==> src/sv/asdd_pkg.sv <==
// ----------------------------------------------------------------------------
// asdd_pkg: shared types and constants of the scratch direction detector
// Widths, codes, fixed-point thresholds and the structs passed between units.
// ----------------------------------------------------------------------------
package asdd_pkg;

  localparam int unsigned AxisW    = 16;
  localparam int unsigned TimeW    = 32;
  localparam int unsigned CntW     = 16;
  localparam int unsigned AccW     = 20;
  localparam int unsigned CfgIdxW  = 2;
  localparam int unsigned CfgDataW = 16;

  // 0.9 of full scale in Q1.14, rounded up (0.9 * 16384 = 14745.6)
  localparam logic signed [AxisW-1:0] ThreshPos = 16'sd14746;
  localparam logic signed [AxisW-1:0] ThreshNeg = -16'sd14746;
  // one full scale step, at step width
  localparam logic signed [AxisW:0]   OneQ14    = 17'sd16384;
  localparam logic signed [AccW-1:0]  AccMax    = 20'sd524287;
  localparam logic signed [AccW-1:0]  AccMin    = -20'sd524288;

  localparam logic       ResetMode    = 1'b1;
  localparam logic [CntW-1:0] ResetSens    = 16'd1638;
  localparam logic [CntW-1:0] ResetTimeout = 16'd100;

  typedef enum logic [1:0] {
    DIR_NONE = 2'd0,
    DIR_UP   = 2'd1,
    DIR_DOWN = 2'd2
  } dir_e;

  typedef enum logic [1:0] {
    EV_NONE    = 2'd0,
    EV_PRESS   = 2'd1,
    EV_RELEASE = 2'd2
  } ev_e;

  typedef enum logic {
    MODE_CLASSIC = 1'b0,
    MODE_DELTA   = 1'b1
  } mode_e;

  typedef enum logic {
    FUNC_SAMPLE = 1'b0,
    FUNC_TICK   = 1'b1
  } func_e;

  localparam logic [CfgIdxW-1:0] CfgIdxMode    = 2'd0;
  localparam logic [CfgIdxW-1:0] CfgIdxSens    = 2'd1;
  localparam logic [CfgIdxW-1:0] CfgIdxTimeout = 2'd2;

  typedef struct packed {
    mode_e            mode;
    logic [CntW-1:0]  sensitivity;
    logic [CntW-1:0]  timeout_ticks;
  } cfg_t;

  typedef struct packed {
    func_e                   func;
    logic signed [AxisW-1:0] axis_value;
    logic [TimeW-1:0]        event_time;
  } item_t;

  typedef struct packed {
    logic signed [AxisW-1:0] last_value;
    logic                    last_valid;
    logic signed [AccW-1:0]  acc;
    dir_e                    direction;
    logic [CntW-1:0]         countdown;
    logic [TimeW-1:0]        release_stamp;
    logic                    up_pressed;
    logic                    down_pressed;
  } state_t;

  typedef struct packed {
    logic             up_held;
    logic             down_held;
    ev_e              up_event;
    ev_e              down_event;
    logic [TimeW-1:0] stamp_out;
  } result_t;

endpackage

==> src/sv/asdd_in_if.sv <==
// ----------------------------------------------------------------------------
// asdd_in_if: input item channel
// Valid/ready channel carrying one axis sample or tick.
// ----------------------------------------------------------------------------
interface asdd_in_if;
  logic                              valid;
  logic                              ready;
  logic                              func;
  logic signed [asdd_pkg::AxisW-1:0] axis_value;
  logic [asdd_pkg::TimeW-1:0]        event_time;

  modport source (output valid, func, axis_value, event_time, input ready);
  modport sink   (input valid, func, axis_value, event_time, output ready);
endinterface

==> src/sv/asdd_out_if.sv <==
// ----------------------------------------------------------------------------
// asdd_out_if: result channel
// Valid/ready channel carrying button states, events and event time.
// ----------------------------------------------------------------------------
interface asdd_out_if;
  logic                       valid;
  logic                       ready;
  logic                       up_held;
  logic                       down_held;
  logic [1:0]                 up_event;
  logic [1:0]                 down_event;
  logic [asdd_pkg::TimeW-1:0] stamp_out;

  modport source (output valid, up_held, down_held, up_event, down_event, stamp_out,
                  input ready);
  modport sink   (input valid, up_held, down_held, up_event, down_event, stamp_out,
                  output ready);
endinterface

==> src/sv/asdd_cfg_if.sv <==
// ----------------------------------------------------------------------------
// asdd_cfg_if: configuration write channel
// Valid/ready channel carrying a register index and write data.
// ----------------------------------------------------------------------------
interface asdd_cfg_if;
  logic                          valid;
  logic                          ready;
  logic [asdd_pkg::CfgIdxW-1:0]  index;
  logic [asdd_pkg::CfgDataW-1:0] data;

  modport source (output valid, index, data, input ready);
  modport sink   (input valid, index, data, output ready);
endinterface

==> src/sv/asdd_cfg_regs.sv <==
// ----------------------------------------------------------------------------
// asdd_cfg_regs: configuration register file
// Holds mode, sensitivity and timeout; writes beyond the list are dropped.
// ----------------------------------------------------------------------------
module asdd_cfg_regs (
  input  logic            clk_i,
  input  logic            rst_ni,
  asdd_cfg_if.sink        cfg_i,
  output asdd_pkg::cfg_t  cfg_o
);
  import asdd_pkg::*;

  cfg_t cfg_q, cfg_d;

  assign cfg_i.ready = 1'b1;

  always_comb begin
    cfg_d = cfg_q;
    if (cfg_i.valid) begin
      unique case (cfg_i.index)
        CfgIdxMode:    cfg_d.mode          = mode_e'(cfg_i.data[0]);
        CfgIdxSens:    cfg_d.sensitivity   = cfg_i.data[CntW-1:0];
        CfgIdxTimeout: cfg_d.timeout_ticks = cfg_i.data[CntW-1:0];
        default:       cfg_d = cfg_q;
      endcase
    end
  end

  always_ff @(posedge clk_i or negedge rst_ni) begin
    if (!rst_ni) begin
      cfg_q.mode          <= mode_e'(ResetMode);
      cfg_q.sensitivity   <= ResetSens;
      cfg_q.timeout_ticks <= ResetTimeout;
    end else begin
      cfg_q <= cfg_d;
    end
  end

  assign cfg_o = cfg_q;

endmodule

==> src/sv/asdd_step.sv <==
// ----------------------------------------------------------------------------
// asdd_step: single item update
// Combinational next state and result for one sample or tick.
// ----------------------------------------------------------------------------
module asdd_step (
  input  asdd_pkg::state_t  state_i,
  input  asdd_pkg::cfg_t    cfg_i,
  input  asdd_pkg::item_t   item_i,
  output asdd_pkg::state_t  state_o,
  output asdd_pkg::result_t result_o
);
  import asdd_pkg::*;

  logic signed [AxisW-1:0] lv;
  logic signed [AxisW:0]   diff, fold_sum, step;
  logic signed [AccW:0]    acc_sum, acc_ext, acc_neg, sens_ext;
  logic signed [AccW-1:0]  acc_sat;
  logic [CntW-1:0]         cd_dec;
  logic [CntW-1:0]         cd_load;
  logic                    fire_up, fire_down;

  // first sample stands in as its own predecessor
  assign lv       = state_i.last_valid ? state_i.last_value : item_i.axis_value;
  assign diff     = {item_i.axis_value[AxisW-1], item_i.axis_value} - {lv[AxisW-1], lv};
  assign fold_sum = {item_i.axis_value[AxisW-1], item_i.axis_value} + {lv[AxisW-1], lv};
  assign step     = (diff > OneQ14 || diff < -OneQ14) ? fold_sum : diff;

  assign acc_sum = {state_i.acc[AccW-1], state_i.acc}
                 + {{(AccW-AxisW){step[AxisW]}}, step};

  always_comb begin
    if (acc_sum[AccW] != acc_sum[AccW-1]) begin
      acc_sat = acc_sum[AccW] ? AccMin : AccMax;
    end else begin
      acc_sat = acc_sum[AccW-1:0];
    end
  end

  assign acc_ext   = {acc_sat[AccW-1], acc_sat};
  assign acc_neg   = -acc_ext;
  assign sens_ext  = $signed({{(AccW+1-CntW){1'b0}}, cfg_i.sensitivity});
  assign fire_up   = (step > 0) && (acc_ext >= sens_ext);
  assign fire_down = (step < 0) && (acc_neg >= sens_ext);

  assign cd_dec  = state_i.countdown - CntW'(1);
  assign cd_load = (cfg_i.timeout_ticks == '0) ? CntW'(1) : cfg_i.timeout_ticks;

  always_comb begin
    logic do_apply;
    logic [TimeW-1:0] stamp;
    state_o  = state_i;
    do_apply = 1'b0;
    stamp    = item_i.event_time;
    result_o = '0;

    if (item_i.func == FUNC_TICK) begin
      if (state_i.countdown != '0) begin
        state_o.countdown = cd_dec;
        if (cd_dec == '0) begin
          state_o.direction = DIR_NONE;
          do_apply          = 1'b1;
          stamp             = state_i.release_stamp;
        end
      end
    end else begin
      state_o.last_valid = 1'b1;
      state_o.last_value = lv;
      if (cfg_i.mode == MODE_CLASSIC) begin
        priority if (item_i.axis_value >= ThreshPos) begin
          state_o.direction = DIR_UP;
        end else if (item_i.axis_value <= ThreshNeg) begin
          state_o.direction = DIR_DOWN;
        end else begin
          state_o.direction = DIR_NONE;
        end
        do_apply = 1'b1;
      end else if (item_i.axis_value != lv) begin
        state_o.last_value = item_i.axis_value;
        state_o.acc        = acc_sat;
        if (fire_up || fire_down) begin
          state_o.acc           = '0;
          state_o.direction     = fire_up ? DIR_UP : DIR_DOWN;
          state_o.countdown     = cd_load;
          state_o.release_stamp = item_i.event_time + {{(TimeW-CntW){1'b0}},
                                                       cfg_i.timeout_ticks};
          do_apply              = 1'b1;
        end
      end
    end

    // drive the buttons toward the new direction, reporting only real changes
    if (do_apply) begin
      unique case (state_o.direction)
        DIR_UP: begin
          if (state_i.down_pressed) result_o.down_event = EV_RELEASE;
          if (!state_i.up_pressed)  result_o.up_event   = EV_PRESS;
          state_o.down_pressed = 1'b0;
          state_o.up_pressed   = 1'b1;
        end
        DIR_DOWN: begin
          if (state_i.up_pressed)     result_o.up_event   = EV_RELEASE;
          if (!state_i.down_pressed)  result_o.down_event = EV_PRESS;
          state_o.up_pressed   = 1'b0;
          state_o.down_pressed = 1'b1;
        end
        default: begin
          if (state_i.up_pressed)   result_o.up_event   = EV_RELEASE;
          if (state_i.down_pressed) result_o.down_event = EV_RELEASE;
          state_o.up_pressed   = 1'b0;
          state_o.down_pressed = 1'b0;
        end
      endcase
    end

    result_o.up_held   = state_o.up_pressed;
    result_o.down_held = state_o.down_pressed;
    result_o.stamp_out = (result_o.up_event == EV_NONE && result_o.down_event == EV_NONE)
                       ? '0 : stamp;
  end

endmodule

==> src/sv/analog_scratch_direction_detector.sv <==
// ----------------------------------------------------------------------------
// analog_scratch_direction_detector: turntable axis to up/down buttons
// Input register, single-pass update logic and result register.
// ----------------------------------------------------------------------------
// Usage:
//   in_i carries one item per transfer: an axis sample (func = 0) or a
//   one millisecond tick (func = 1). out_o returns exactly one result per
//   item: held states of both buttons, press/release events and the time
//   of those events (zero when there is no event).
//   cfg_i writes mode (index 0), sensitivity (1) and timeout in ticks (2);
//   it is always ready. Write it only while no item is in flight.
// Timing:
//   An item accepted into the input register passes the update logic and
//   lands in the result register once the result slot is free.
//   One item per cycle is sustained while out_o.ready stays high; the update
//   loop through the state registers is combinational (17-bit step, 21-bit
//   accumulate and compare, 32-bit stamp).
// Reset:
//   rst_ni clears all state, empties both registers and loads the register
//   defaults (delta mode, sensitivity 1638, timeout 100).
// Stall:
//   When out_o.ready is low the result holds and a full input register holds;
//   in_i.ready drops only once both stages are full.
// ----------------------------------------------------------------------------
module analog_scratch_direction_detector (
  input  logic       clk_i,
  input  logic       rst_ni,
  asdd_in_if.sink    in_i,
  asdd_out_if.source out_o,
  asdd_cfg_if.sink   cfg_i
);
  import asdd_pkg::*;

  cfg_t    cfg;
  item_t   item_q;
  logic    item_vld_q;
  state_t  state_q, state_d;
  result_t res_q, res_d;
  logic    res_vld_q;
  logic    res_free;
  logic    advance;

  asdd_cfg_regs u_cfg (
    .clk_i  (clk_i),
    .rst_ni (rst_ni),
    .cfg_i  (cfg_i),
    .cfg_o  (cfg)
  );

  asdd_step u_step (
    .state_i  (state_q),
    .cfg_i    (cfg),
    .item_i   (item_q),
    .state_o  (state_d),
    .result_o (res_d)
  );

  // the result slot frees when empty or taken this cycle
  assign res_free   = !res_vld_q || out_o.ready;
  assign advance    = item_vld_q && res_free;
  assign in_i.ready = !item_vld_q || res_free;

  // input register: hold while the item cannot advance
  always_ff @(posedge clk_i or negedge rst_ni) begin
    if (!rst_ni) begin
      item_vld_q <= 1'b0;
    end else if (in_i.ready) begin
      item_vld_q <= in_i.valid;
    end
  end

  always_ff @(posedge clk_i) begin
    if (in_i.valid && in_i.ready) begin
      item_q.func       <= func_e'(in_i.func);
      item_q.axis_value <= in_i.axis_value;
      item_q.event_time <= in_i.event_time;
    end
  end

  // detector state: advance once per item
  always_ff @(posedge clk_i or negedge rst_ni) begin
    if (!rst_ni) begin
      state_q <= '{last_value:    '0,
                   last_valid:    1'b0,
                   acc:           '0,
                   direction:     DIR_NONE,
                   countdown:     '0,
                   release_stamp: '0,
                   up_pressed:    1'b0,
                   down_pressed:  1'b0};
    end else if (advance) begin
      state_q <= state_d;
    end
  end

  // result register
  always_ff @(posedge clk_i or negedge rst_ni) begin
    if (!rst_ni) begin
      res_vld_q <= 1'b0;
    end else if (res_free) begin
      res_vld_q <= item_vld_q;
    end
  end

  always_ff @(posedge clk_i) begin
    if (advance) begin
      res_q <= res_d;
    end
  end

  assign out_o.valid      = res_vld_q;
  assign out_o.up_held    = res_q.up_held;
  assign out_o.down_held  = res_q.down_held;
  assign out_o.up_event   = res_q.up_event;
  assign out_o.down_event = res_q.down_event;
  assign out_o.stamp_out  = res_q.stamp_out;

`ifndef NO_ASSERTIONS
  // both buttons are never held at once
  a_not_both_held: assert property (@(posedge clk_i) disable iff (!rst_ni)
    !(state_q.up_pressed && state_q.down_pressed))
    else $error("both buttons held");

  // held buttons follow the current direction
  a_dir_matches_hold: assert property (@(posedge clk_i) disable iff (!rst_ni)
    (state_q.direction == DIR_NONE) |-> (!state_q.up_pressed && !state_q.down_pressed))
    else $error("button held with no direction");

  a_up_matches_hold: assert property (@(posedge clk_i) disable iff (!rst_ni)
    (state_q.direction == DIR_UP) |-> state_q.up_pressed)
    else $error("up direction without up held");

  // a result without events carries no time
  a_quiet_stamp: assert property (@(posedge clk_i) disable iff (!rst_ni)
    (res_vld_q && res_q.up_event == EV_NONE && res_q.down_event == EV_NONE)
      |-> (res_q.stamp_out == '0))
    else $error("stamp on result without events");
`endif

endmodule
==> src/flat_wrapper.sv <==
// flat-port wrapper written by rule: the top's interface ports become plain ports
module analog_scratch_direction_detector_flat import asdd_pkg::*;
  (clk_i, rst_ni, in_i_valid, in_i_func, in_i_axis_value, in_i_event_time, in_i_ready, out_o_valid, out_o_up_held, out_o_down_held, out_o_up_event, out_o_down_event, out_o_stamp_out, out_o_ready, cfg_i_valid, cfg_i_index, cfg_i_data, cfg_i_ready);
  asdd_in_if in_i_i ();
  asdd_out_if out_o_i ();
  asdd_cfg_if cfg_i_i ();
  input  logic clk_i;
  input  logic rst_ni;
  input wire logic [$bits(in_i_i.valid)-1:0] in_i_valid;
  input wire logic [$bits(in_i_i.func)-1:0] in_i_func;
  input wire logic [$bits(in_i_i.axis_value)-1:0] in_i_axis_value;
  input wire logic [$bits(in_i_i.event_time)-1:0] in_i_event_time;
  output wire logic [$bits(in_i_i.ready)-1:0] in_i_ready;
  output wire logic [$bits(out_o_i.valid)-1:0] out_o_valid;
  output wire logic [$bits(out_o_i.up_held)-1:0] out_o_up_held;
  output wire logic [$bits(out_o_i.down_held)-1:0] out_o_down_held;
  output wire logic [$bits(out_o_i.up_event)-1:0] out_o_up_event;
  output wire logic [$bits(out_o_i.down_event)-1:0] out_o_down_event;
  output wire logic [$bits(out_o_i.stamp_out)-1:0] out_o_stamp_out;
  input wire logic [$bits(out_o_i.ready)-1:0] out_o_ready;
  input wire logic [$bits(cfg_i_i.valid)-1:0] cfg_i_valid;
  input wire logic [$bits(cfg_i_i.index)-1:0] cfg_i_index;
  input wire logic [$bits(cfg_i_i.data)-1:0] cfg_i_data;
  output wire logic [$bits(cfg_i_i.ready)-1:0] cfg_i_ready;
  assign in_i_i.valid = in_i_valid;
  assign in_i_i.func = in_i_func;
  assign in_i_i.axis_value = in_i_axis_value;
  assign in_i_i.event_time = in_i_event_time;
  assign in_i_ready = in_i_i.ready;
  assign out_o_valid = out_o_i.valid;
  assign out_o_up_held = out_o_i.up_held;
  assign out_o_down_held = out_o_i.down_held;
  assign out_o_up_event = out_o_i.up_event;
  assign out_o_down_event = out_o_i.down_event;
  assign out_o_stamp_out = out_o_i.stamp_out;
  assign out_o_i.ready = out_o_ready;
  assign cfg_i_i.valid = cfg_i_valid;
  assign cfg_i_i.index = cfg_i_index;
  assign cfg_i_i.data = cfg_i_data;
  assign cfg_i_ready = cfg_i_i.ready;
  analog_scratch_direction_detector u_core (.clk_i(clk_i), .rst_ni(rst_ni), .in_i(in_i_i), .out_o(out_o_i), .cfg_i(cfg_i_i));
endmodule
==> config.mk <==
export PLATFORM = sky130hd
export DESIGN_NAME = analog_scratch_direction_detector_flat
export DESIGN_NICKNAME = d
export VERILOG_FILES = /design/src/sv/asdd_pkg.sv /design/src/sv/asdd_in_if.sv /design/src/sv/asdd_out_if.sv /design/src/sv/asdd_cfg_if.sv /design/src/sv/asdd_cfg_regs.sv /design/src/sv/asdd_step.sv /design/src/sv/analog_scratch_direction_detector.sv /design/src/flat_wrapper.sv
export SDC_FILE = /design/constraint.sdc
export NUM_CORES = 1
export LEC_CHECK = 0
export BUFFER_PORTS_ARGS = -buffer_cell sky130_fd_sc_hd__buf_2
export CORE_ASPECT_RATIO = 0.8
export CORE_MARGIN = 1.5
export CORE_UTILIZATION = 26
export DETAILED_ROUTE_END_ITERATION = 16
export PLACE_DENSITY_LB_ADDON = 0.25
export REMOVE_ABC_BUFFERS = 1
export SYNTH_ARGS = -nofsm -noshare
export SYNTH_HDL_FRONTEND = slang
export SYNTH_SLANG_ARGS = --single-unit
export TNS_END_PERCENT = 30
==> constraint.sdc <==
create_clock -name clk_i -period 13.13 [get_ports clk_i]
set_input_delay 1.9695 -clock clk_i [delete_from_list [all_inputs] [get_ports clk_i]]
set_output_delay 1.9695 -clock clk_i [all_outputs]
set_load 0.05 [all_outputs]
==> qor.txt <==
Most common cell after layout, fill and taps aside: nor2_1
Crit path max fanout: 32
Rel. slew slack: 0.264
Number of unique standard cell types used by synthesis: 96
Crit-path slowest cell: or4b_2
Worst setup margin: 0.739 ns
1st-pass router iterations: 5
Synth Flop Type: dfrtp_1
Worst-margin pin slew: 1.10 ns
Mapped Avg Cell Area: 9.81 um^2
CTS tree: built
Register area share after synthesis: 0.385
Initial antenna violation count: 1
Area growth syn-to-layout: 16.2%
Die ar.: 58,700 um^2
Cell Area, Synth: 14,900 um^2
Status: complete, no violations
I/O Buffers: 111
Starting Density: 0.263
Seq. cell area: 5730 um^2
Reg clk slew, reported paths: 0.06 ns
H-Tree Depth: 1
Final Util: 0.306
Unrepaired setup endpoints after global routing: false
DP Worst Slack: 0.111 ns
Largest stage delay, worst path: 0.72 ns
Total CTS buffers: 26
Post-layout min period: 12.39 ns
Synthesized instance count: 1,517
Fraction of the cycle the final worst path needs: 0.944
Core Rows: 78
Final-report hold violation count: 0
Worst skew pair latency: 0.56 ns
CP required: 13.40 ns
Top delay family on crit path: compound AO/OA/AOI/OAI gates
Critical path buffer and inverter count: 5
Overflow after GRT: 0
Largest net degree at the start of global routing: 78
First-pass GRT wire length: 69,600 um
Total GRT Usage: 0.151
Maximum root-to-sink buffer count: 3
Setup violations, final: 0
Most frequent cells in the layout: nor2_1, dfrtp_1, ha_1, buf_2, nand2_1
Fraction of layout cells with a size suffix above 1: 0.207
Final Cell Area: 17,300 um^2
RePlAce Congestion: 0.885
Wire per inst: 18.7 um
CP Class: reg2reg
Io pins: 113
Max-cap check violation count: 0
Multi-input gate area: 8630 um^2
Initial DRC Count: 913
Startpoint class of the critical path: flop
Critical path arrival: 12.66 ns
Post-DP HPWL: 34,300 um
Root Buffer: clkbuf_16
Worst setup EP type: flop
Area fraction of the dominant cell type after synthesis: 0.192
Setup TNS: 0 ns
Cts hold-fix bufs: 0
Via count: 11,900
DRC: 0
EDFF count, synth: 87
Fraction of registers with async set/reset: 0.588
Skew final: 0.0238 ns
Total Nets Final: 1,818
Placed inst area: 16,300 um^2
Synth area leader: dfrtp_1
Worst min path class: reg2reg
Area contributors post-synth: dfrtp_1, edfxtp_1, ha_1
CTS sink cnt: 211
Critical Path Most Common Cell: a21oi_1
Die Ht: 217 um
Die W: 270 um
Number of global-route vias before repair: 11,400
Number of fill cells: 5,894
FMAX: 80.7 MHz
FF+latch count, synth: 211
Core box area: 56,600 um^2
Detailed Route WL: 45,200 um
Antenna violation net count after detailed routing: 0
Yosys warning total: 0
Max Slew Vio Count: 0
Via/cell ratio: 4.95
layer usage:
metal | global-route usage | vias to the layer above | share of wire
met5 | 0 | - | 0
met2 | 0.214 | 293 | 0.41
met3 | 0.0241 | 35 | 0.054
met1 | 0.238 | 5832 | 0.53
met4 | 0.0270 | 0 | 0.014
li1 | - | 5771 | -
final timing paths:
| check | slack [ns] | depth (start not counted) | end | start |
|---|---|---|---|---|
| hold reg to reg | 0.49 | 2 | u_core.state_q[73] | u_core.state_q[73] |
| min in group asynchronous | 1.42 | 1 | u_core.state_q[54] | rst_ni |
| setup / recovery | 0.74 | 51 | u_core.out_o.stamp_out[28] | u_core.item_q[33] |
| hold / removal | 0.49 | 2 | u_core.state_q[73] | u_core.state_q[73] |
| max in group asynchronous | 10.28 | 2 | u_core.state_q[72] | rst_ni |
| setup reg to reg | 0.74 | 51 | u_core.out_o.stamp_out[28] | u_core.item_q[33] |
tightest hold or removal path, stage by stage (launching register included):
cell and delay, ns:
dfrtp_1 0.34, nand2_1 0.04, o21ai_0 0.06
Yosys cell counts (25+ instances only):
cell type / n
a21o_1: 25
nand2b_1: 28
a21oi_1: 87
dfrtp_1: 114
ha_1: 111
nor3_1: 36
mux2_2: 53
inv_1: 80
nand3_1: 32
o21ai_0: 67
nor2_1: 128
nand2_1: 106
clkbuf_1: 34
nor2_2: 31
mux2i_1: 56
edfxtp_1: 87
xnor2_1: 51
cell families (layout without fill, tap and decap cells):
family / Yosys count / in the layout / share of synthesized area
AO/OA/AOI/OAI: 365 / 365 / 0.171
XOR/XNOR: 74 / 74 / 0.0436
adder cells (fa/ha/maj): 115 / 115 / 0.0987
buffers and inverters: 137 / 271 / 0.0394
flip-flops: 211 / 211 / 0.385
multiplexers: 132 / 132 / 0.0984
other: 1 / 2 / 0.000252
AND/OR/NAND/NOR: 482 / 482 / 0.164
stage by stage:
step	cells	hold WS, ns
6_report	2412	0.486
5_1_grt	2411	0.495
4_1_cts	2409	0.487
3_5_place_dp	2361	0.474
3_3_place_gp	2361	0.470
2_1_floorplan	1462	0.450
repair_timing:
action	CTS	global route
pin swaps	0	2
setup endpoints to repair	2	41
buffers inserted	0	2
gates resized for setup	1	19
final cells by class:
class,count,area share
clock inverters,13,0.00731
clock buffers,35,0.0431
diodes,1,0.000145
repair buffers,141,0.0462
multi-input cells,1169,0.499
inverters,82,0.0180
well taps,760,0.0550
flip-flops and latches,211,0.331
state kept, by name, summed over array words and instances (netlist names):
signal and cells:
u_core.out_o.down_held 1, u_core.u_cfg.cfg_o 33, u_core.item_vld_q 1, u_core.out_o.up_event 2, u_core.out_o.valid 1, u_core.item_q 49, u_core.out_o.up_held 1, u_core.out_o.stamp_out 32
u_core.state_q 89, u_core.out_o.down_event 2
Power is not shown: default switching activity piles up to over one toggle a cycle in this logic, so the estimate is an artifact.
